### src/rtl/first_fit_segment_allocator_unit_assert.svh
// Assertion macros used by the allocator datapath.
`ifndef FIRST_FIT_SEGMENT_ALLOCATOR_UNIT_ASSERT_SVH
`define FIRST_FIT_SEGMENT_ALLOCATOR_UNIT_ASSERT_SVH

// Property checked at every clock edge outside reset.
`define FFSA_ASSERT(lbl, clk, rstn, prop, msg) \
  lbl: assert property (@(posedge clk) disable iff (!rstn) prop) else $error(msg);

// Condition that must never be seen outside reset.
`define FFSA_NEVER(lbl, clk, rstn, cond, msg) \
  lbl: assert property (@(posedge clk) disable iff (!rstn) !(cond)) else $error(msg);

`endif

### src/rtl/ffsa_pkg.sv
// Types, constants and codes of the first-fit segment allocator.
package ffsa_pkg;

  localparam int ADDR_W     = 16;
  localparam int SIZE_W     = ADDR_W + 1;
  localparam int END_W      = SIZE_W + 1;
  localparam int MAX_SEG    = 64;
  localparam int IDX_W      = $clog2(MAX_SEG);
  localparam int CNT_W      = IDX_W + 1;
  localparam int HDR_BYTES  = 16;
  localparam int HDR_IDX_W  = ADDR_W - 3;
  localparam int HDR_DEPTH  = 1 << HDR_IDX_W;
  localparam int ADJ_W      = 8;
  localparam int REC_W      = ADJ_W + SIZE_W;
  localparam int LG_W       = 3;
  localparam int ALIGN_W    = 9;
  localparam int REQ_W      = 16;
  localparam int ST_W       = 2;
  localparam int IN_W       = 40;
  localparam int OUT_W      = 40;

  localparam int IN_REQ_LSB  = 0;
  localparam int IN_LG_LSB   = IN_REQ_LSB + REQ_W;
  localparam int IN_ADDR_LSB = IN_LG_LSB + LG_W;

  localparam logic [LG_W-1:0]   LG_MIN     = LG_W'(3);
  localparam logic [SIZE_W-1:0] POOL_MIN   = SIZE_W'(16);
  localparam logic [SIZE_W-1:0] POOL_LIMIT = SIZE_W'(1) << ADDR_W;

  typedef enum logic [ST_W-1:0] {
    ST_OK    = 2'd0,
    ST_NOFIT = 2'd1,
    ST_FULL  = 2'd2
  } status_e;

  typedef enum logic [2:0] {
    S_INIT, S_IDLE, S_ASCAN, S_FHDR, S_FSCAN, S_SHDN, S_SHUP, S_FIN
  } state_e;

  typedef enum logic [4:0] {
    CMD_NONE, CMD_INIT, CMD_LOAD, CMD_HDR,
    CMD_A_NEXT, CMD_A_FAIL, CMD_A_SPLIT, CMD_A_TAKE,
    CMD_F_NEXT, CMD_F_BOTH, CMD_F_PREV, CMD_F_NEXTM, CMD_F_FULL, CMD_F_INS,
    CMD_DN_MOVE, CMD_DN_END, CMD_UP_MOVE, CMD_UP_END, CMD_PUSH
  } cmd_e;

  typedef struct packed {
    logic [ADDR_W-1:0] start;
    logic [SIZE_W-1:0] bytes;
  } seg_t;

  typedef struct packed {
    logic cfg_seen;
    logic scan_end;
    logic fit;
    logic take;
    logic f_stop;
    logic prev_adj;
    logic next_adj;
    logic full;
    logic dn_more;
    logic up_more;
    logic out_free;
  } dp_stat_t;

endpackage

### src/rtl/ffsa_ctrl.sv
// Controller state machine of the allocator.
module ffsa_ctrl import ffsa_pkg::*; (
  input  logic     clk_i,
  input  logic     rst_ni,
  input  dp_stat_t stat_i,
  input  logic     in_tvalid_i,
  input  logic     in_func_i,
  output logic     in_tready_o,
  output cmd_e     cmd_o
);

  state_e state_q, state_d;

  always_ff @(posedge clk_i or negedge rst_ni) begin
    if (!rst_ni) state_q <= S_INIT;
    else         state_q <= state_d;
  end

  always_comb begin
    state_d = state_q;
    unique case (state_q)
      S_INIT: state_d = S_IDLE;
      S_IDLE: begin
        if (stat_i.cfg_seen)  state_d = S_INIT;
        else if (in_tvalid_i) state_d = in_func_i ? S_FHDR : S_ASCAN;
      end
      S_ASCAN: begin
        priority if (stat_i.scan_end)             state_d = S_FIN;
        else if (stat_i.fit && stat_i.take)       state_d = S_SHDN;
        else if (stat_i.fit)                      state_d = S_FIN;
        else                                      state_d = S_ASCAN;
      end
      S_FHDR: state_d = S_FSCAN;
      S_FSCAN: begin
        priority if (!stat_i.f_stop)                   state_d = S_FSCAN;
        else if (stat_i.prev_adj && stat_i.next_adj)   state_d = S_SHDN;
        else if (stat_i.prev_adj || stat_i.next_adj)   state_d = S_FIN;
        else if (stat_i.full)                          state_d = S_FIN;
        else                                           state_d = S_SHUP;
      end
      S_SHDN: if (!stat_i.dn_more) state_d = S_FIN;
      S_SHUP: if (!stat_i.up_more) state_d = S_FIN;
      S_FIN:  if (stat_i.out_free) state_d = S_IDLE;
      default: state_d = S_INIT;
    endcase
  end

  always_comb begin
    cmd_o       = CMD_NONE;
    in_tready_o = 1'b0;
    unique case (state_q)
      S_INIT: cmd_o = CMD_INIT;
      S_IDLE: begin
        in_tready_o = !stat_i.cfg_seen;
        if (in_tvalid_i && !stat_i.cfg_seen) cmd_o = CMD_LOAD;
      end
      S_ASCAN: begin
        priority if (stat_i.scan_end)       cmd_o = CMD_A_FAIL;
        else if (stat_i.fit && stat_i.take) cmd_o = CMD_A_TAKE;
        else if (stat_i.fit)                cmd_o = CMD_A_SPLIT;
        else                                cmd_o = CMD_A_NEXT;
      end
      S_FHDR: cmd_o = CMD_HDR;
      S_FSCAN: begin
        priority if (!stat_i.f_stop)                 cmd_o = CMD_F_NEXT;
        else if (stat_i.prev_adj && stat_i.next_adj) cmd_o = CMD_F_BOTH;
        else if (stat_i.prev_adj)                    cmd_o = CMD_F_PREV;
        else if (stat_i.next_adj)                    cmd_o = CMD_F_NEXTM;
        else if (stat_i.full)                        cmd_o = CMD_F_FULL;
        else                                         cmd_o = CMD_F_INS;
      end
      S_SHDN: cmd_o = stat_i.dn_more ? CMD_DN_MOVE : CMD_DN_END;
      S_SHUP: cmd_o = stat_i.up_more ? CMD_UP_MOVE : CMD_UP_END;
      S_FIN:  if (stat_i.out_free) cmd_o = CMD_PUSH;
      default: cmd_o = CMD_NONE;
    endcase
  end

endmodule

### config.mk
export PLATFORM = sky130hd
export DESIGN_NAME = ffsa_ctrl
export DESIGN_NICKNAME = d
export VERILOG_FILES = /design/src/rtl/first_fit_segment_allocator_unit_assert.svh /design/src/rtl/ffsa_pkg.sv /design/src/rtl/ffsa_ctrl.sv
export SDC_FILE = /design/constraint.sdc
export NUM_CORES = 1
export LEC_CHECK = 0
export BUFFER_PORTS_ARGS = -buffer_cell sky130_fd_sc_hd__buf_4
export CELL_PAD_IN_SITES_DETAIL_PLACEMENT = 0
export CELL_PAD_IN_SITES_GLOBAL_PLACEMENT = 1
export CORE_AREA = 2 2 43 45
export CTS_BUF_LIST = sky130_fd_sc_hd__clkbuf_4 sky130_fd_sc_hd__clkbuf_8
export CTS_CLUSTER_DIAMETER = 150
export DETAILED_ROUTE_END_ITERATION = 10
export DIE_AREA = 0 0 45 47
export PLACE_DENSITY_LB_ADDON = 0.08
export SYNTH_ARGS = -nofsm -noshare
export SYNTH_HDL_FRONTEND = slang
export SYNTH_SLANG_ARGS = --single-unit
### constraint.sdc
create_clock -name clk_i -period 1.24 [get_ports clk_i]
set_input_delay 0.186 -clock clk_i [delete_from_list [all_inputs] [get_ports clk_i]]
set_output_delay 0.186 -clock clk_i [all_outputs]
set_load 0.01 [all_outputs]
==> impl_metrics.ini, run 1 <==
[finish]
nets = 119
diodes = 0
area_growth_pct = 101.1
largest_reg_flops = 3
largest_register = state_q
drive_gt1_frac = 0.6931
top_regs = state_q (3)

[status]
violations = negative setup slack
status = finished, violations left

[placement]
dp_hpwl_mm = 1.105
gp_congestion = 0.7909
port_buffers = 20
dpl_worst_slack_ns = -0.1884

[die]
num_rows = 15
die_w_um = 45
start_util = 0.2652
die_height_um = 47
die-area_mm2 = 0.002115
io-pin-count = 21
core_mm2 = 0.001652

[sta]
setup_ws_ns = -0.3338
hold_violations = 0
setup_viol = 8
period_share = 1.269
slew_violations = 0
fmax_ghz = 0.6354
skew_ns = 0.0002463
grt_setup_unrepaired = yes
tns_ns = -1.273
min_period_ns = 1.574
relSlewSlack = 0.8270
tightest_slew_ns = 0.2590

[yosys]
synth_top_area_share = 0.1714
synth_flop_cell = dfrtp_1
synth_area_leader_cell = dfrtp_1
syn_inst = 58
ys_seq_elements = 3
ys_warn_count = 0
synth_fp_nets = 75
syn-cell-area_um2 = 437.9
synth_common_cells = 7 x a21oi_1, 7 x nor2_1, 6 x nand2_1, 5 x o21ai_0, 4 x inv_1
ys_seq_area_frac = 0.1714
synth_cell_types = 28
synth-edff-count = 0
synthArstFlopShare = 1.000
synthTopCellsByArea = dfrtp_1 17%, a21oi_1 8.0%, nand2b_4 6.3%, nor2_1 6.0%, ha_1 5.7%
syn_area_per_cell_um2 = 7.550

[drt]
routed_wire_length_per_instance_um = 12.03
via_count = 570
via_per_inst = 4.831
drt_iter0_markers = 3
remaining_drc_errors = 0
firstDrtPassIters = 4
wl_mm = 1.420
ant_nets = 0

[cts]
cts_tree = built
htreeDepth = 1
clk_latency_ns = 0.24
clk_pin_slew_ns = 0.04
clkSinkCount = 3
cts_root_buf = clkbuf_4
cts_buffer_depth = 2
cts_inserted_buffers = 3

[pwr]
ir_worst_vdd_mv = 1.017
p_leak_nw = 0.4253
p_int_w = 0.001227
p_per_area_mw_per_mm2 = 2279
p_sw_frac = 0.3889
p_switching_w = 0.0007805
pwr-share-clk = 0.103
seqPwrFrac = 0.113
combPwrFrac = 0.784

[grt]
grt_max_degree = 8
grt_overflow_total = 0
track_usage = 0.1524
grt_pass1_wl_mm = 2.394
antenna_found_initial = 0
grt_pass1_vias = 574

[critical_path]
worstSetupPathType = flop to output pin
critical_path_required_ns = 1.05
path_max_fanout = 7
cp_data_arrival_time_ns = 1.39
start_kind = flop
end_kind = output pin

[run]
cap_violations = 0

[hold_path]
hold_class = primary input to flop
-- area by class of cell --
cell class | instances | area [µm²]
tap | 17 | 21.27
inverter | 4 | 15.01
clock buffer | 4 | 30.03
fill | 183 | 770.7
sequential | 3 | 77.57
multi-input combinational | 48 | 396.6
timing repair buffer | 42 | 340.3
-- critical path: stages, from the launching register on --
cell	delay [ns]
dfrtp_2	0.43
and2b_2	0.25
and3_4	0.19
o21ai_2	0.07
o21ai_2	0.06
buf_4	0.14
-- power by group through the flow --
stage                     registers (W)  logic, W  clock network, W
after floorplan                0.000167  0.000755                 0
after global placement         0.000224   0.00124                 0
after detailed placement       0.000225   0.00124                 0
after CTS                      0.000223   0.00144          0.000201
after global routing           0.000237   0.00171          0.000212
final                          0.000227   0.00157          0.000207
-- logic make-up (layout without fill, tap and decap cells) --
kind of cell / Yosys count / after routing / synth area share
DFF: 3 / 3 / 0.1714
adders and majority gates: 2 / 2 / 0.05713
AOI/OAI and AO/OA: 22 / 22 / 0.3600
and+or+nand+nor: 24 / 24 / 0.3143
buffers and inverters: 7 / 50 / 0.09712
-- layer usage --
layer,global-route usage,routed length (µm),share of wire,up-vias
met1,0.2009,632,0.45,262
li1,-,-,-,295
met4,0.05294,0,0,0
met2,0.2714,727,0.51,13
met5,0,0,0,-
met3,0,60,0.042,0
-- per-stage QoR --
step                area, µm²  power [W]  hold WS (ns)    util  instances
finish                  880.8   0.002007        0.2020  0.5333        118
global route            880.8   0.002159        0.2514  0.5333        118
CTS                     822.0   0.001869        0.2087  0.4977        116
detailed placement      710.7   0.001462      -0.02387  0.4303        108
global placement        710.7   0.001468      -0.02496  0.4303        108
floorplan               446.7  0.0009217       -0.1096       -         58
-- path summary, 6_finish.rpt --
| check | slack, ns | startpoint | cells after the start | end |
|---|---|---|---|---|
| max reg2reg | -0.03 | state_q[2] | 5 | state_q[0] |
| min | 0.20 | stat_i[1] | 3 | state_q[1] |
| min reg2reg | 0.72 | state_q[2] | 2 | state_q[2] |
| min in group asynchronous | 0.27 | rst_ni | 2 | state_q[1] |
| max in group asynchronous | 0.87 | rst_ni | 2 | state_q[2] |
| max | -0.33 | state_q[1] | 5 | cmd_o[0] |
-- placed cells by master (no fill, tap or decap), types with 2 or more instances in the layout --
cell,netlist,routed
nand2_2,0,3
a21oi_2,0,4
nand2_1,6,3
ha_1,2,2
o21ai_0,5,3
nor2_1,7,6
buf_6,2,6
buf_4,0,35
a21oi_1,7,3
nand2b_4,2,2
clkbuf_4,0,4
dfrtp_2,0,2
o21ai_2,0,3
inv_1,4,3
nor2b_1,2,2
-- repair_timing --
item                                    CTS  global route
hold endpoints to repair                  3             0
pin swaps                                 3             4
hold buffers                              1             0
endpoints found under the setup margin    8             8
setup buffers                             3             2
resized for setup                        16             9
(Power assumes the default switching activity.)
==> run 2: changes to the inputs <==
- CELL_PAD_IN_SITES_DETAIL_PLACEMENT: 0 -> not set
- CELL_PAD_IN_SITES_GLOBAL_PLACEMENT: 1 -> not set
- CORE_AREA: 2 2 43 45 -> 2 2 39 41
- DIE_AREA: 0 0 45 47 -> 0 0 41 43
==> run 2 against run 1 <==
The flow still finishes with violations (negative setup slack). Via count is 1.4% lower. First-iteration DRC count grew to 2.7 times the previous value. Highest routed layer is now met4. Core utilization grew 7.5 points. Clock power is 5% lower. Critical path type unchanged. Power shrank 1.7%. Die area decreased by 17%. Maximum frequency is 0.12% higher. Routed wire length decreased by 5.7%. Non-clock buffer count shrank 3.
==> impl_metrics.ini, run 2 (same netlist as run 1, synthesis figures left out) <==
[cts]
clk_pin_slew_ns = 0.04
cts_buffer_depth = 2
clkSinkCount = 3
cts_inserted_buffers = 3
htreeDepth = 1
cts_root_buf = clkbuf_4
cts_tree = built
clk_latency_ns = 0.23

[finish]
largest_register = state_q
largest_reg_flops = 3
layout_commonest_cell = buf_4
finalNonFillerCells = 114
drive_gt1_frac = 0.6327
nets = 116
layout_common_cells = 30 x buf_4, 8 x buf_6, 7 x nor2_1, 5 x a21oi_1, 4 x clkbuf_4
top_regs = state_q (3)
diodes = 0
area_growth_pct = 92.29

[die]
die-area_mm2 = 0.001763
start_util = 0.3165
io-pin-count = 21
core_mm2 = 0.001384
num_rows = 14
die_height_um = 43
die_w_um = 41

[sta]
setup_ws_ns = -0.3319
grt_setup_unrepaired = yes
tightest_slew_ns = 0.3309
fmax_ghz = 0.6362
relSlewSlack = 0.7790
hold_slack_ns = 0.2217
period_share = 1.268
skew_ns = 0.001276
slew_violations = 0
setup_viol = 8
min_period_ns = 1.572
hold_violations = 0

[placement]
dp_hpwl_um = 999
port_buffers = 20
gp_congestion = 0.7464
dpl_worst_slack_ns = -0.1406
placed_cells = 104

[critical_path]
worstSetupPathType = flop to output pin
regToRegSetupSlack_ns = -0.18
cp_data_arrival_time_ns = 1.39
critical_path_required_ns = 1.05
start_kind = flop
end_kind = output pin
path_max_fanout = 5

[grt]
track_usage = 0.1779
grt_max_degree = 7
grt_pass1_vias = 546
gr-usage-met2 = 0.2906
grt-busiest-layer = met2
grt_overflow_total = 0
antenna_found_initial = 0
met3_usage = 0.06806
grt_pass1_wl_mm = 2.132
use_met1 = 0.1839

[status]
violations = negative setup slack
status = finished, violations left

[drt]
drt_iter0_markers = 8
routed_wire_length_per_instance_um = 11.75
firstDrtPassIters = 3
ant_nets = 0
via_count = 562
wl_mm = 1.339
via_per_inst = 4.930
remaining_drc_errors = 0

[run]
cap_violations = 0

[pwr]
p_per_area_mw_per_mm2 = 2343
p_leak_nw = 0.4119
total_power_w = 0.001973
ir_worst_vdd_mv = 1.403

[hold_path]
hold_class = primary input to flop
## run 2: cell count changes in the layout (fill, tap and decap cells not counted), moves of 2 or more
cell     delta
buf_4       -5
a21oi_1     +2
buf_6       +2
a21oi_2     -2
## run 2: path summary, 6_finish.rpt
| check | from | to | depth (start not counted) |
|---|---|---|---|
| min reg2reg | state_q[2] | state_q[2] | 3 |
| max in group asynchronous | rst_ni | state_q[2] | 2 |
| max | state_q[0] | cmd_o[0] | 5 |
| min in group asynchronous | rst_ni | state_q[1] | 2 |
| min | stat_i[1] | state_q[1] | 3 |
| max reg2reg | state_q[0] | state_q[0] | 6 |
## run 2: per-layer routing
metal | share of wire | up-vias
li1 | - | 291
met5 | 0 | -
met4 | 0.010 | 0
met3 | 0.044 | 2
met1 | 0.42 | 254
met2 | 0.52 | 15
## run 2: repair_timing
item,CTS,global route
resized for setup,17,7
setup endpoints to repair,8,8
hold buffers,1,0
hold endpoints to repair,3,0
pin swaps,8,2
setup buffers,4,1
## run 2: layout make-up
class	instances	area, µm²
fill	135	541.8
multi-input combinational	48	371.6
timing repair buffer	39	325.3
sequential	3	77.57
clock buffer	4	30.03
tap	16	20.02
inverter	4	17.52
## run 2: power breakdown
group	internal (W)	switching (W)
Combinational	0.000902	0.000665
Sequential	0.000153	0.0000567
Clock	0.000143	0.0000546
## run 2: per-stage QoR
step / util / setup TNS, ns / cell area, µm²
2_1_floorplan: - / -0.03870 / 446.7
3_3_place_gp: 0.4964 / -0.3620 / 686.9
3_5_place_dp: 0.4964 / -0.3763 / 686.9
4_1_cts: 0.5859 / -1.393 / 810.8
5_1_grt: 0.6085 / -2.260 / 842.1
6_report: 0.6085 / -1.710 / 842.1
## run 2: critical path, cell delays in order, from the launching register on
cell	delay (ns)
dfrtp_1	0.39
nand2b_4	0.17
a211o_1	0.25
a21oi_2	0.14
o21ai_2	0.07
buf_4	0.14
==> run 3: changes to the inputs <==
- RECOVER_POWER: not set -> 50
==> run 3 against run 2 <==
Sequential power about the same. Sequential cell count unchanged. Highest routed layer unchanged. Power about the same. The run still ends with negative setup slack left. Core utilization decreased by 0.27 points. Die area unchanged. Final cell count unchanged. Non-clock buffer count unchanged. Register-to-register slack about the same.
==> impl_metrics.ini, run 3 (same netlist as run 1, synthesis figures left out) <==
[die]
core_mm2 = 0.001384
die-area_mm2 = 0.001763
die_height_um = 43
num_rows = 14
io-pin-count = 21
die_w_um = 41
start_util = 0.3165

[critical_path]
path_max_fanout = 5
worstSetupPathType = flop to output pin
end_kind = output pin
cp_data_arrival_time_ns = 1.39
reg2reg_from = state_q[0]
critical_path_required_ns = 1.05
r2r_cells = 6
regToRegSetupSlack_ns = -0.18
r2r_end = state_q[0]
start_kind = flop

[cts]
clkSinkCount = 3
clk_latency_ns = 0.23
htreeDepth = 1
clk_pin_slew_ns = 0.04
cts_root_buf = clkbuf_4
cts_tree = built
cts_buffer_depth = 2
cts_inserted_buffers = 3

[finish]
diodes = 0
layout_commonest_cell = buf_4
largest_register = state_q
top_regs = state_q (3)
nets = 116
layout_common_cells = 29 x buf_4, 8 x buf_6, 7 x nor2_1, 5 x a21oi_1, 4 x clkbuf_4
drive_gt1_frac = 0.6224
finalNonFillerCells = 114
area_growth_pct = 91.43
largest_reg_flops = 3
nFillCells = 137

[grt]
grt_max_degree = 7
grt_pass1_wl_mm = 2.132
grt_overflow_total = 0
track_usage = 0.1779
grt_pass1_vias = 546
antenna_found_initial = 0

[sta]
relSlewSlack = 0.7790
hold_violations = 0
setup_ws_ns = -0.3319
hold_slack_ns = 0.2225
setup_viol = 8
min_period_ns = 1.572
slew_violations = 0
tightest_slew_ns = 0.3309
period_share = 1.268
fmax_ghz = 0.6362
skew_ns = 0.0008565
grt_setup_unrepaired = yes

[drt]
remaining_drc_errors = 0
drt_iter0_markers = 8
wl_mm = 1.337
via_per_inst = 4.939
routed_wire_length_per_instance_um = 11.73
via_count = 563
ant_nets = 0
firstDrtPassIters = 3

[pwr]
ir_worst_vdd_mv = 1.401
p_leak_nw = 0.4083
total_power_w = 0.001971
p_per_area_mw_per_mm2 = 2352

[hold_path]
hp-start = stat_i[1]
hold_class = primary input to flop
holdPathEnd = state_q[1]
hold_depth = 3

[status]
status = finished, violations left
violations = negative setup slack

[placement]
dp_hpwl_um = 999
gp_congestion = 0.7464
port_buffers = 20
placed_cells = 104

[run]
cap_violations = 0
run 3: layout make-up:
type,count,area [µm²],share of cell area
clock buffers,4,30.03,0.03582
inverters,4,17.52,0.02090
multi-input cells,48,371.6,0.4433
flip-flops and latches,3,77.57,0.09254
well taps,16,20.02,0.02388
repair buffers,39,321.6,0.3836
run 3: metal layers:
layer,global-route usage,up-vias,part of all wire
met5,0,-,0
met4,0.09333,0,0.010
met3,0.06806,2,0.044
met2,0.2906,15,0.52
met1,0.1839,255,0.42
li1,-,291,-
run 3: worst max-delay path, cell delays in order (launching register included):
cell      delay (ns)
dfrtp_1         0.39
nand2b_4        0.17
a211o_1         0.25
a21oi_2         0.14
o21ai_2         0.07
buf_4           0.14
run 3: power breakdown:
group / internal [W] / total [W] / switching [W]
clock: 0.000143 / 0.000197 / 0.0000541
sequential: 0.000153 / 0.000209 / 0.0000567
combinational: 0.000901 / 0.00157 / 0.000665
run 3: repair_timing:
| action | in CTS | in global routing |
|---|---|---|
| setup endpoints to repair | 8 | 8 |
| pin swaps | 8 | 2 |
| cloned | 0 | 0 |
| setup buffers | 4 | 1 |
| gates resized for setup | 17 | 7 |
| hold buffers | 1 | 0 |
| hold endpoints to repair | 3 | 0 |
run 3: worst max path at each step:
stage                     from        to  slack, ns  depth (start not counted)
floorplan           state_q[0]  cmd_o[0]      -0.04                          5
CTS                 state_q[0]  cmd_o[0]      -0.34                          5
finish              state_q[0]  cmd_o[0]      -0.33                          5
global route        state_q[0]  cmd_o[0]      -0.42                          5
detailed placement  state_q[1]  cmd_o[0]      -0.14                          5
global placement    state_q[2]  cmd_o[0]      -0.12                          5
run 3: per-stage QoR:
step,area (µm²),setup slack [ns],setup TNS [ns],util
after CTS,810.8,-0.3374,-1.393,0.5859
after global placement,686.9,-0.1234,-0.3620,0.4964
after global routing,838.3,-0.4200,-2.260,0.6058
after detailed placement,686.9,-0.1406,-0.3763,0.4964
after floorplan,446.7,-0.03870,-0.03870,-
final,838.3,-0.3319,-1.709,0.6058
